==> config.mk <==
export PLATFORM = sky130hd
export DESIGN_NAME = keyed_base64_encoder
export DESIGN_NICKNAME = d
export VERILOG_FILES = /design/src/hdl/kb64_pkg.sv /design/src/hdl/kb64_regs.sv /design/src/hdl/kb64_front.sv /design/src/hdl/kb64_fifo.sv /design/src/hdl/kb64_back.sv /design/src/hdl/keyed_base64_encoder.sv
export SDC_FILE = /design/constraint.sdc
export NUM_CORES = 1
export LEC_CHECK = 0
export BUFFER_PORTS_ARGS = -buffer_cell sky130_fd_sc_hd__buf_2
export CAP_MARGIN = 20
export CORE_MARGIN = 2
export CORE_UTILIZATION = 59
export CTS_BUF_LIST = sky130_fd_sc_hd__clkbuf_2 sky130_fd_sc_hd__clkbuf_4 sky130_fd_sc_hd__clkbuf_8
export DETAILED_ROUTE_END_ITERATION = 10
export GPL_TIMING_DRIVEN = 1
export PLACE_DENSITY = 0.82
export SLEW_MARGIN = 20
export SYNTH_ARGS = -nofsm -noshare
export SYNTH_HDL_FRONTEND = slang
export SYNTH_SLANG_ARGS = --single-unit
==> constraint.sdc <==
create_clock -name clk_i -period 4.75 [get_ports clk_i]
set_clock_uncertainty 0.2 [all_clocks]
set_input_delay 1.425 -clock clk_i [delete_from_list [all_inputs] [get_ports clk_i]]
set_output_delay 1.425 -clock clk_i [all_outputs]
set_load 0.1 [all_outputs]
==> src/hdl/kb64_pkg.sv <==
// Shared types, constants and the alphabet lookup of the keyed base64 encoder.
// Used by every module under hdl; depends on nothing.
package kb64_pkg;

  localparam int unsigned ALPHA_LEN   = 64;
  localparam int unsigned NUM_DICTS   = 4;
  localparam int unsigned SLOTS       = 4;
  localparam int unsigned JOB_DEPTH   = 2;
  localparam int unsigned PADDR_W     = 3;
  localparam int unsigned PDATA_W     = 32;

  localparam logic [7:0] PAD_CHAR = 8'h3D;

  // Register indexes, taken from paddr[2].
  localparam logic REG_DICT = 1'b0;
  localparam logic REG_ROT  = 1'b1;

  // Group positions inside a 3-byte group.
  localparam logic [1:0] POS_ZERO = 2'd0;
  localparam logic [1:0] POS_ONE  = 2'd1;
  localparam logic [1:0] POS_TWO  = 2'd2;

  localparam logic [8*ALPHA_LEN-1:0] ALPHABETS [NUM_DICTS] = '{
    "ABCDEFGHIJKLMNOPQRSTUVWXYZabcdefghijklmnopqrstuvwxyz0123456789+/",
    "AaBbCcDdEeFfGgHhIiJjKkLlMmNnOoPpQqRrSsTtUuVvWwXxYyZz0123456789+/",
    "A1B2C3D4E5F6G7H8I9J0KLMNOPQRSTUVWXYZabcdefghijklmnopqrstuvwxyz+/",
    "0aA1bB2cC3dD4eE5fF6gG7hH8iI9jJkKlLmMnNoOpPqQrRsStTuUvVwWxXyYzZ+/"
  };

  typedef struct packed {
    logic [7:0] data_byte;
    logic       last_byte;
  } in_item_t;

  typedef struct packed {
    logic [7:0] out_char;
    logic       last_char;
  } out_item_t;

  typedef struct packed {
    logic [1:0] dictionary_select;
    logic [5:0] rotation;
  } cfg_t;

  // One character to produce: a sextet or a pad.
  typedef struct packed {
    logic       pad;
    logic [5:0] sextet;
  } slot_t;

  // Characters caused by one input byte.
  typedef struct packed {
    slot_t [SLOTS-1:0] slots;
    logic [1:0]        last_idx;
    logic              is_last;
  } job_t;

  // String literals put the first character in the top byte.
  function automatic logic [7:0] alpha_char(logic [1:0] dict, logic [5:0] idx);
    logic [8*ALPHA_LEN-1:0] row;
    row = ALPHABETS[dict];
    return row[8*(ALPHA_LEN-1-int'(idx)) +: 8];
  endfunction

endpackage

==> src/hdl/kb64_regs.sv <==
// APB-style configuration registers: alphabet select and rotation.
// Depends on kb64_pkg.
module kb64_regs
  import kb64_pkg::*;
(
  input  logic               clk_i,
  input  logic               rst_ni,
  input  logic               psel,
  input  logic               penable,
  input  logic               pwrite,
  input  logic [PADDR_W-1:0] paddr,
  input  logic [PDATA_W-1:0] pwdata,
  output logic [PDATA_W-1:0] prdata,
  output logic               pready,
  output cfg_t               cfg_o
);

  cfg_t cfg_q, cfg_d;
  logic wr_en;

  assign pready = 1'b1;
  assign wr_en  = psel & penable & pwrite;

  always_comb begin
    cfg_d = cfg_q;
    if (wr_en) begin
      unique case (paddr[2])
        REG_DICT: cfg_d.dictionary_select = pwdata[1:0];
        REG_ROT:  cfg_d.rotation          = pwdata[5:0];
        default:  cfg_d = cfg_q;
      endcase
    end
  end

  always_comb begin
    unique case (paddr[2])
      REG_DICT: prdata = {{(PDATA_W-2){1'b0}}, cfg_q.dictionary_select};
      REG_ROT:  prdata = {{(PDATA_W-6){1'b0}}, cfg_q.rotation};
      default:  prdata = '0;
    endcase
  end

  always_ff @(posedge clk_i or negedge rst_ni) begin
    if (!rst_ni) begin
      cfg_q <= '0;
    end else begin
      cfg_q <= cfg_d;
    end
  end

  assign cfg_o = cfg_q;

endmodule

==> src/hdl/kb64_front.sv <==
// Front end: accepts bytes, tracks the 3-byte group and splits each byte
// into a job of sextets and pads. Depends on kb64_pkg.
module kb64_front
  import kb64_pkg::*;
(
  input  logic     clk_i,
  input  logic     rst_ni,
  input  logic     take_i,
  input  in_item_t item_i,
  output job_t     job_o
);

  logic [1:0] pos_q, pos_d;
  logic [3:0] lo_q, lo_d;
  logic [7:0] b;
  logic       last;

  assign b    = item_i.data_byte;
  assign last = item_i.last_byte;

  always_comb begin
    job_o         = '0;
    job_o.is_last = last;
    pos_d         = pos_q;
    lo_d          = lo_q;
    unique case (pos_q)
      POS_ONE: begin
        job_o.slots[0].sextet = {lo_q[1:0], b[7:4]};
        job_o.slots[1].sextet = {b[3:0], 2'b00};
        job_o.slots[2].pad    = 1'b1;
        job_o.last_idx        = last ? 2'd2 : 2'd0;
        pos_d                 = POS_TWO;
        lo_d                  = b[3:0];
      end
      POS_TWO: begin
        job_o.slots[0].sextet = {lo_q, b[7:6]};
        job_o.slots[1].sextet = b[5:0];
        job_o.last_idx        = 2'd1;
        pos_d                 = POS_ZERO;
        lo_d                  = 4'd0;
      end
      default: begin
        // Position three never occurs; treat it as the group start.
        job_o.slots[0].sextet = b[7:2];
        job_o.slots[1].sextet = {b[1:0], 4'b0000};
        job_o.slots[2].pad    = 1'b1;
        job_o.slots[3].pad    = 1'b1;
        job_o.last_idx        = last ? 2'd3 : 2'd0;
        pos_d                 = POS_ONE;
        lo_d                  = {2'b00, b[1:0]};
      end
    endcase
    if (last) begin
      pos_d = POS_ZERO;
      lo_d  = 4'd0;
    end
  end

  always_ff @(posedge clk_i or negedge rst_ni) begin
    if (!rst_ni) begin
      pos_q <= POS_ZERO;
      lo_q  <= 4'd0;
    end else if (take_i) begin
      pos_q <= pos_d;
      lo_q  <= lo_d;
    end
  end

endmodule

==> src/hdl/kb64_fifo.sv <==
// Small job queue between the front and back ends.
// Depends on kb64_pkg for the job type.
module kb64_fifo
  import kb64_pkg::*;
#(
  parameter int unsigned DEPTH = JOB_DEPTH
) (
  input  logic clk_i,
  input  logic rst_ni,
  input  logic wr_i,
  input  job_t wdata_i,
  input  logic rd_i,
  output job_t rdata_o,
  output logic full_o,
  output logic empty_o
);

  localparam int unsigned PTR_W = (DEPTH > 1) ? $clog2(DEPTH) : 1;
  localparam int unsigned CNT_W = $clog2(DEPTH + 1);
  localparam logic [PTR_W-1:0] LAST_PTR = PTR_W'(DEPTH - 1);

  job_t             mem_q [DEPTH];
  logic [PTR_W-1:0] wp_q, rp_q;
  logic [CNT_W-1:0] cnt_q;
  logic             do_wr, do_rd;

  assign full_o  = (cnt_q == CNT_W'(DEPTH));
  assign empty_o = (cnt_q == '0);
  assign do_wr   = wr_i & ~full_o;
  assign do_rd   = rd_i & ~empty_o;
  assign rdata_o = mem_q[rp_q];

  always_ff @(posedge clk_i) begin
    if (do_wr) begin
      mem_q[wp_q] <= wdata_i;
    end
  end

  always_ff @(posedge clk_i or negedge rst_ni) begin
    if (!rst_ni) begin
      wp_q  <= '0;
      rp_q  <= '0;
      cnt_q <= '0;
    end else begin
      if (do_wr) begin
        wp_q <= (wp_q == LAST_PTR) ? '0 : wp_q + PTR_W'(1);
      end
      if (do_rd) begin
        rp_q <= (rp_q == LAST_PTR) ? '0 : rp_q + PTR_W'(1);
      end
      if (do_wr && !do_rd) begin
        cnt_q <= cnt_q + CNT_W'(1);
      end else if (do_rd && !do_wr) begin
        cnt_q <= cnt_q - CNT_W'(1);
      end
    end
  end

endmodule

==> src/hdl/kb64_back.sv <==
// Back end: walks the slots of each job, looks up one character per cycle
// while the output register is free or popped and holds it in that register. Depends on kb64_pkg.
module kb64_back
  import kb64_pkg::*;
(
  input  logic      clk_i,
  input  logic      rst_ni,
  input  cfg_t      cfg_i,
  input  job_t      job_i,
  input  logic      job_empty_i,
  output logic      job_rd_o,
  input  logic      pop,
  output logic      empty,
  output out_item_t out_item_o
);

  job_t       cur_q;
  logic       cur_v_q;
  logic [1:0] idx_q;
  logic       out_v_q;
  out_item_t  out_q, out_d;
  logic       adv, emit, job_done;
  slot_t      slot;

  assign adv      = ~out_v_q | pop;
  assign emit     = adv & cur_v_q;
  assign job_done = emit & (idx_q == cur_q.last_idx);
  assign job_rd_o = ~job_empty_i & (~cur_v_q | job_done);
  assign slot     = cur_q.slots[idx_q];

  always_comb begin
    out_d.out_char  = slot.pad ? PAD_CHAR
                    : alpha_char(cfg_i.dictionary_select,
                                 6'(slot.sextet + cfg_i.rotation));
    out_d.last_char = cur_q.is_last & (idx_q == cur_q.last_idx);
  end

  always_ff @(posedge clk_i) begin
    if (job_rd_o) begin
      cur_q <= job_i;
    end
    if (emit) begin
      out_q <= out_d;
    end
  end

  always_ff @(posedge clk_i or negedge rst_ni) begin
    if (!rst_ni) begin
      cur_v_q <= 1'b0;
      idx_q   <= 2'd0;
      out_v_q <= 1'b0;
    end else begin
      if (job_rd_o) begin
        cur_v_q <= 1'b1;
        idx_q   <= 2'd0;
      end else if (job_done) begin
        cur_v_q <= 1'b0;
        idx_q   <= 2'd0;
      end else if (emit) begin
        idx_q   <= idx_q + 2'd1;
      end
      if (emit) begin
        out_v_q <= 1'b1;
      end else if (pop) begin
        out_v_q <= 1'b0;
      end
    end
  end

  assign empty      = ~out_v_q;
  assign out_item_o = out_q;

endmodule

==> src/hdl/keyed_base64_encoder.sv <==
// Top level of the keyed base64 encoder: registers, front end, job queue
// and back end. Depends on kb64_pkg and the kb64_* modules.
//
//   channel   direction  handshake                 payload
//   input     in         push / full               in_item_i  (data_byte, last_byte)
//   result    out        empty / pop               out_item_o (out_char, last_char)
//   config    in/out     psel penable pwrite pready paddr, pwdata, prdata
//
// One character leaves per cycle while results are popped at once, so a byte
// gives one character (group start or middle), two (group end) or up to four
// (last byte): three bytes give four characters.
// The back end's single character lookup per cycle sets that rate.
// A byte's job passes the job queue and the back end's current-job register
// before its first character is held in the output register.
// A byte enters in the cycle it is offered unless the job queue is full;
// a stalled pop holds the output register and then fills the queue.
// Reset clears the group state, the queue, the back end and both registers.
module keyed_base64_encoder
  import kb64_pkg::*;
#(
  parameter int unsigned JobDepth = JOB_DEPTH
) (
  input  logic               clk_i,
  input  logic               rst_ni,
  input  logic               push,
  output logic               full,
  input  in_item_t           in_item_i,
  output logic               empty,
  input  logic               pop,
  output out_item_t          out_item_o,
  input  logic               psel,
  input  logic               penable,
  input  logic               pwrite,
  input  logic [PADDR_W-1:0] paddr,
  input  logic [PDATA_W-1:0] pwdata,
  output logic [PDATA_W-1:0] prdata,
  output logic               pready
);

  cfg_t cfg;
  job_t job_in, job_out;
  logic take, job_empty, job_rd;

  // Accept a byte whenever the queue has room for its job.
  assign take = push & ~full;

  kb64_regs u_regs (
    .clk_i   (clk_i),
    .rst_ni  (rst_ni),
    .psel    (psel),
    .penable (penable),
    .pwrite  (pwrite),
    .paddr   (paddr),
    .pwdata  (pwdata),
    .prdata  (prdata),
    .pready  (pready),
    .cfg_o   (cfg)
  );

  // Classify the byte by its group position and build its job.
  kb64_front u_front (
    .clk_i  (clk_i),
    .rst_ni (rst_ni),
    .take_i (take),
    .item_i (in_item_i),
    .job_o  (job_in)
  );

  // Decouple byte intake from character output.
  kb64_fifo #(
    .DEPTH (JobDepth)
  ) u_fifo (
    .clk_i   (clk_i),
    .rst_ni  (rst_ni),
    .wr_i    (take),
    .wdata_i (job_in),
    .rd_i    (job_rd),
    .rdata_o (job_out),
    .full_o  (full),
    .empty_o (job_empty)
  );

  // Emit characters one per cycle through the output register while it is free or popped.
  kb64_back u_back (
    .clk_i       (clk_i),
    .rst_ni      (rst_ni),
    .cfg_i       (cfg),
    .job_i       (job_out),
    .job_empty_i (job_empty),
    .job_rd_o    (job_rd),
    .pop         (pop),
    .empty       (empty),
    .out_item_o  (out_item_o)
  );

endmodule

Word-level counts from Yosys, hierarchy flattened

Memory sizes are Yosys's and may differ from the RTL's. A register that Yosys moved wholly into a read port is not among the register bits.
Cells that the tools add are included.

Logic and storage cells: 89
Output and inout bits: 44
Flip-flop bits (word level): 45
Bits of input ports: 51
Memories kept: 1
RAM bits: 34
ROM bits: 0
Latch bits: 0

Memories:

| memory       | depth | width | read ports | clocked after memory_dff | wr ports | RTL line        | source |
|---|---|---|---|---|---|---|---|
| u_fifo.mem_q | 2     | 17    | 1          | 1                        | 1        | kb64_fifo.sv:22 | `job_t mem_q [DEPTH];` |

Equal/unequal tests: 4
Order comparisons: 2
Add/sub/neg operators: 7
Mux-type cells: 29
Divide/modulo/power cells: 0
Bitwise operators: 17
Shift operators: 1
Reduce and logical (&&, ||, !) cells: 12
Multipliers: 0

Operator list:

| kind                                                     | count |
|---|---|
| binary-select mux 512 bit (select 2 bit)                 | 1 |
| 2-to-1 mux 512 bit                                       | 2 |
| indexed part select 512 x 33 -> 8 bit                    | 1 |
| case mux 32 bit (2 select lines)                         | 1 |
| 2-to-1 mux 2 bit                                         | 8 |
| case mux 8 bit (2 select lines)                          | 1 |
| binary-select mux 7 bit (select 2 bit)                   | 1 |
| case mux 6 bit (2 select lines)                          | 1 |
| 2-to-1 mux 1 bit                                         | 10 |
| bitwise AND 1 bit                                        | 9 |
| case mux 4 bit (2 select lines)                          | 1 |
| 2-to-1 mux 7 bit                                         | 1 |
| subtractor 6 x 6 -> 7 bit, first input constant          | 1 |
| adder 6 bit                                              | 1 |
| nonzero test 2 bit                                       | 3 |
| inverter 1 bit                                           | 5 |
| adder 2 x 1 -> 2 bit, second input constant              | 2 |
| == test 2 bit, second input constant                     | 2 |
| 2-to-1 mux 4 bit                                         | 1 |
| case mux 2 bit (2 select lines)                          | 1 |
| AND reduction 2 bit                                      | 2 |
| greater-or-equal comparator 3 bit, second input constant | 1 |
| < comparator 2 x 3 -> 1 bit, second input constant       | 1 |
| inverter 2 -> 3 bit                                      | 1 |
| other kinds (10)                                         | 14 |

Depth between registers and ports, before layout

Depth in word-level cells: 10
Mapped depth: 15

By module

A second synthesis with hierarchy kept.

Cells, all modules: 693
Area, all modules: 7587.3 sq um

By module, submodules not included:

| module               | times used | cells an instance | area each (sq um) | sequential area each (sq um) |
|---|---|---|---|---|
| kb64_back            | 1          | 440               | 3784.9            | 1271.2 |
| kb64_fifo            | 1          | 116               | 2587.5            | 1961.9 |
| kb64_front           | 1          | 83                | 618.1             | 150.1 |
| kb64_regs            | 1          | 53                | 583.1             | 200.2 |
| keyed_base64_encoder | 1          | 1                 | 13.8              | 0.0 |

Worst setup path after synthesis

No wires, ideal clock.

Path type: in2out
From: input port paddr[2]
To: output port prdata[0]
Stages on the path: 2
Path buffers: 1
Arrival: 3.701 ns
Setup slack: -0.576 ns
Path through: clkbuf_1 o21ai_0

Word-level cells in the longest chain between the ends: 2

Ends and longest elaborated chain:

| what                                 | RTL line                   | source |
|---|---|---|
| start, declared                      | keyed_base64_encoder.sv:34 | `input logic [PADDR_W-1:0] paddr,` |
| inverter 1 bit (no source line)      | -                          |  |
| case mux 32 bit (2 select lines) (*) | kb64_regs.sv:36            | `unique case (paddr[2])` |
| end, declared                        | keyed_base64_encoder.sv:36 | `output logic [PDATA_W-1:0] prdata,` |

Mark *: on every way between the ends. The rest lies on a longest branch, timed or not. The select of a mux whose other input is x is not followed.

Worst setup path after layout

From: register u_back.idx_q[0]
To: register u_back.out_q, in the netlist u_back.out_item_o[6], data pin

Word-level cells in the longest chain between the ends: 5

Ends and longest elaborated chain:

| what                                       | RTL line        | source |
|---|---|---|
| start, declared                            | kb64_back.sv:19 | `logic [1:0] idx_q;` |
| start signal, assigned                     | kb64_back.sv:60 | `idx_q <= idx_q + 2'd1;` |
| binary-select mux 7 bit (select 2 bit) (*) | kb64_back.sv:29 | `assign slot = cur_q.slots[idx_q];` |
| 2-to-1 mux 7 bit (implied by the code) (*) | kb64_back.sv:29 |  |
| adder 6 bit                                | kb64_back.sv:34 | `6'(slot.sextet + cfg_i.rotation));` |
| subtractor 6 x 6 -> 7 bit                  | kb64_pkg.sv:62  | `return row[8*(ALPHA_LEN-1-int'(idx)) +: 8];` |
| indexed part select 512 x 33 -> 8 bit      | kb64_pkg.sv:62  |  |
| end signal, assigned                       | kb64_back.sv:43 | `out_q <= out_d;` |
| end, declared                              | kb64_back.sv:21 | `out_item_t out_q, out_d;` |

Marks and branches as above.
A chain may end at the register's enable or synchronous reset.

==> results.toml <==
[finish]
fin_util_pct = 65.2
final_nets = 707
stdcell_count = 777
n_antenna_cell = 0
area_delta_synth_final_pct = 8.24
fill_cells = 796
final_cell_area_mm2 = 0.00628
drive_gt1_share_pct = 18.6

[cts]
cts_tree = "yes"
root_buffer = "clkbuf_8"
cts_buffers = 9
post-cts-setup-buffers = 0
h-tree-depth = 3
clock_latency_ns = 0.35
cts.sinks = 81
hold_buffers = 0
clk_pin_slew_worst_paths_ns = 0.09
post_cts_resized = 0
cts_buffer_depth = 2

[global_route]
antenna_found_initial = 0
overflow = 0
grtUsageTotal_pct = 32.0
grt_max_degree = 69
grt_pass1_wl_um = 25800
grt_pass1_vias = 4836

[logic_synthesis]
postSynthCellCount = 619
synth_xor_area_share_pct = 2.85
synth_largest_area_cell = "edfxtp_1"
ys_ff_latch = 81
yosys.area_share.simple_pct = 15.5
synthTopCellsByArea = "edfxtp_1, dfrtp_1, mux2_2"
synth_fa_ha_area_share_pct = 3.79
ys.flop_type = "edfxtp_1"
syn_area_mm2 = 0.00580
synthDominantCellAreaShare_pct = 30.5
synth.mux.area_fraction_pct = 7.61
synth-compound-area-share_pct = 21.6
ys_types = 78
synth.avg_cell_area_um2 = 9.37
ys_warn_count = 0
synth_top_family_by_area = "compound AO/OA/AOI/OAI gates"
yosysMostFrequentCell = "edfxtp_1"
ys_seq_area_share_pct = 40.0
synthArstFlopShare_pct = 27.2
ys_top_cells_by_count = "edfxtp_1, nand2_1, nor2_1"
synth_edf_count = 59

[floorplanning]
core-area_mm2 = 0.00964
fp.dieH_um = 103
rows = 36
start_util_pct = 60.2
die_x_um = 103
boundaryPins = 95
dieArea_mm2 = 0.0106

[timing]
fmax_mhz = 240
rsz0062_at_grt = "no"
fin_crit_ns = 4.16
setup_viol = 0
worst_pin_slew_ns = 0.816
timing.final.crit_share_pct = 87.6
drv_slew = 0
relSlewSlack_pct = 45.3
hold_violations = 0
finalWorstSetupSlack_ns = 0.591

[critical_path]
start_kind = "register"
path_max_fanout = 14
worstPathRequired_ns = 4.63
end_kind = "register"
path_class = "reg2reg"
cp.arrival_ns = 4.04

[route]
routedWlPerCell_um = 21.3
vias = 5127
final_antenna_net_count = 0
drt_first_pass_iters = 6
totalWireLength_um = 16500
avgViaCountPerCell = 6.60
drt_drc_violations_left = 0
drtIter0Drc = 579

[outcome]
status = "finished, final reports clean"

[placement]
dp_cells = 761
post-dp-hpwl_um = 11500
gp_congestion = 1.08
port_buffers = 38
placed_area_mm2 = 0.00601
preCtsSetupSlack_ns = 0.689

[worst_hold_path]
hp-class = "reg2reg"

[job]
drv_cap = 0
## critical path, stage by stage (launching register included)
cell and delay, ns:
dfrtp_1 0.75, mux2i_2 0.48, nor2_1 0.11, ha_1 0.26, inv_1 0.08, fa_2 0.28
xor2_1 0.21, buf_4 0.26, nand3_1 0.21, a2111oi_0 0.47, nor4_1 0.11, o31ai_1 0.47
## cells by family (layout without fill, tap and decap cells)
kind of cell / after synthesis / after routing
compound gates: 185 / 185
simple gates: 182 / 182
buf+inv: 94 / 93
flops: 81 / 81
mux: 40 / 40
xor+xnor: 18 / 18
fa+ha+maj: 17 / 17
other cells: 2 / 28
## path summary, 6_finish.rpt
path                       cells past startpoint                   startpoint                            endpoint  slack, ns
hold / removal                                 2  u_front.lo_q[3]$_DFFE_PN0P_         u_front.lo_q[3]$_DFFE_PN0P_       0.29
min in group asynchronous                      1                       rst_ni         u_front.lo_q[2]$_DFFE_PN0P_       0.82
hold reg to reg                                2  u_front.lo_q[3]$_DFFE_PN0P_         u_front.lo_q[3]$_DFFE_PN0P_       0.29
setup reg to reg                              11  u_back.idx_q[0]$_DFFE_PN0P_  u_back.out_item_o[6]$_SDFFCE_PP1P_       0.59
max in group asynchronous                      1                       rst_ni         u_regs.cfg_o[7]$_DFFE_PN0P_       3.17
setup / recovery                              11  u_back.idx_q[0]$_DFFE_PN0P_  u_back.out_item_o[6]$_SDFFCE_PP1P_       0.59
## final cells by class
cell class | instances | area [um^2] | area share (%)
Clock buffer | 10 | 131 | 2.09
Multi-Input combinational cell | 470 | 3090 | 49.2
Sequential cell | 81 | 2320 | 37.0
Timing Repair Buffer | 61 | 375 | 5.98
Tap cell | 133 | 166 | 2.65
Inverter | 16 | 60.1 | 0.956
Clock inverter | 6 | 138 | 2.19
## metrics by stage
stage	hold WS, ns	setup TNS [ns]
after floorplan	0.251	-1.15
after global placement	0.266	0
after detailed placement	0.272	0
after CTS	0.292	0
after global routing	0.312	0
final	0.287	0
## metal layers
| layer | share of wire, % | global-route usage, % | vias to the layer above |
|---|---|---|---|
| met2 | 45 | 48.3 | 343 |
| met4 | 5.1 | 17.4 | 0 |
| met5 | 0 | 0 | - |
| met1 | 39 | 43.6 | 2403 |
| met3 | 11 | 6.59 | 77 |
| li1 | - | - | 2304 |
## layout by cell type (no fill, tap or decap), types with 4 or more instances in the layout
cell	n
conb_1	28
xnor2_1	9
nor2b_1	5
dfrtp_1	22
and2_1	6
o22ai_1	7
o21ai_1	10
o211ai_1	5
mux2_2	27
a211oi_1	13
a311oi_1	5
nand2b_1	7
ha_1	16
nor3_1	14
nand4_1	7
a21oi_1	32
clkbuf_8	9
o21bai_1	4
nand2_1	49
nor4_1	7
edfxtp_1	59
bufinv_16	4
buf_2	38
a22oi_1	10
nor3b_1	4
a221oi_1	5
nor2_1	43
o21ai_0	39
mux2i_1	9
inv_1	15
xor2_1	8
nand3_1	14
o31ai_1	5
buf_4	22
a31oi_1	9
and3_1	10
## sequential cells by signal, summed over array words and instances, names as in the netlist
| name | count |
|---|---|
| u_back.cur_v_q | 1 |
| u_front.pos_q | 2 |
| u_back.out_v_q | 1 |
| u_back.cur_q | 17 |
| u_fifo.mem_q | 34 |
| u_back.out_item_o | 8 |
| u_fifo.wp_q | 1 |
| u_fifo.rp_q | 1 |
| u_front.lo_q | 4 |
| u_regs.cfg_o | 8 |
| u_back.idx_q | 2 |
| u_fifo.cnt_q | 2 |
Power is not shown: default switching activity piles up to over one toggle a cycle in this logic, so the estimate is an artifact.
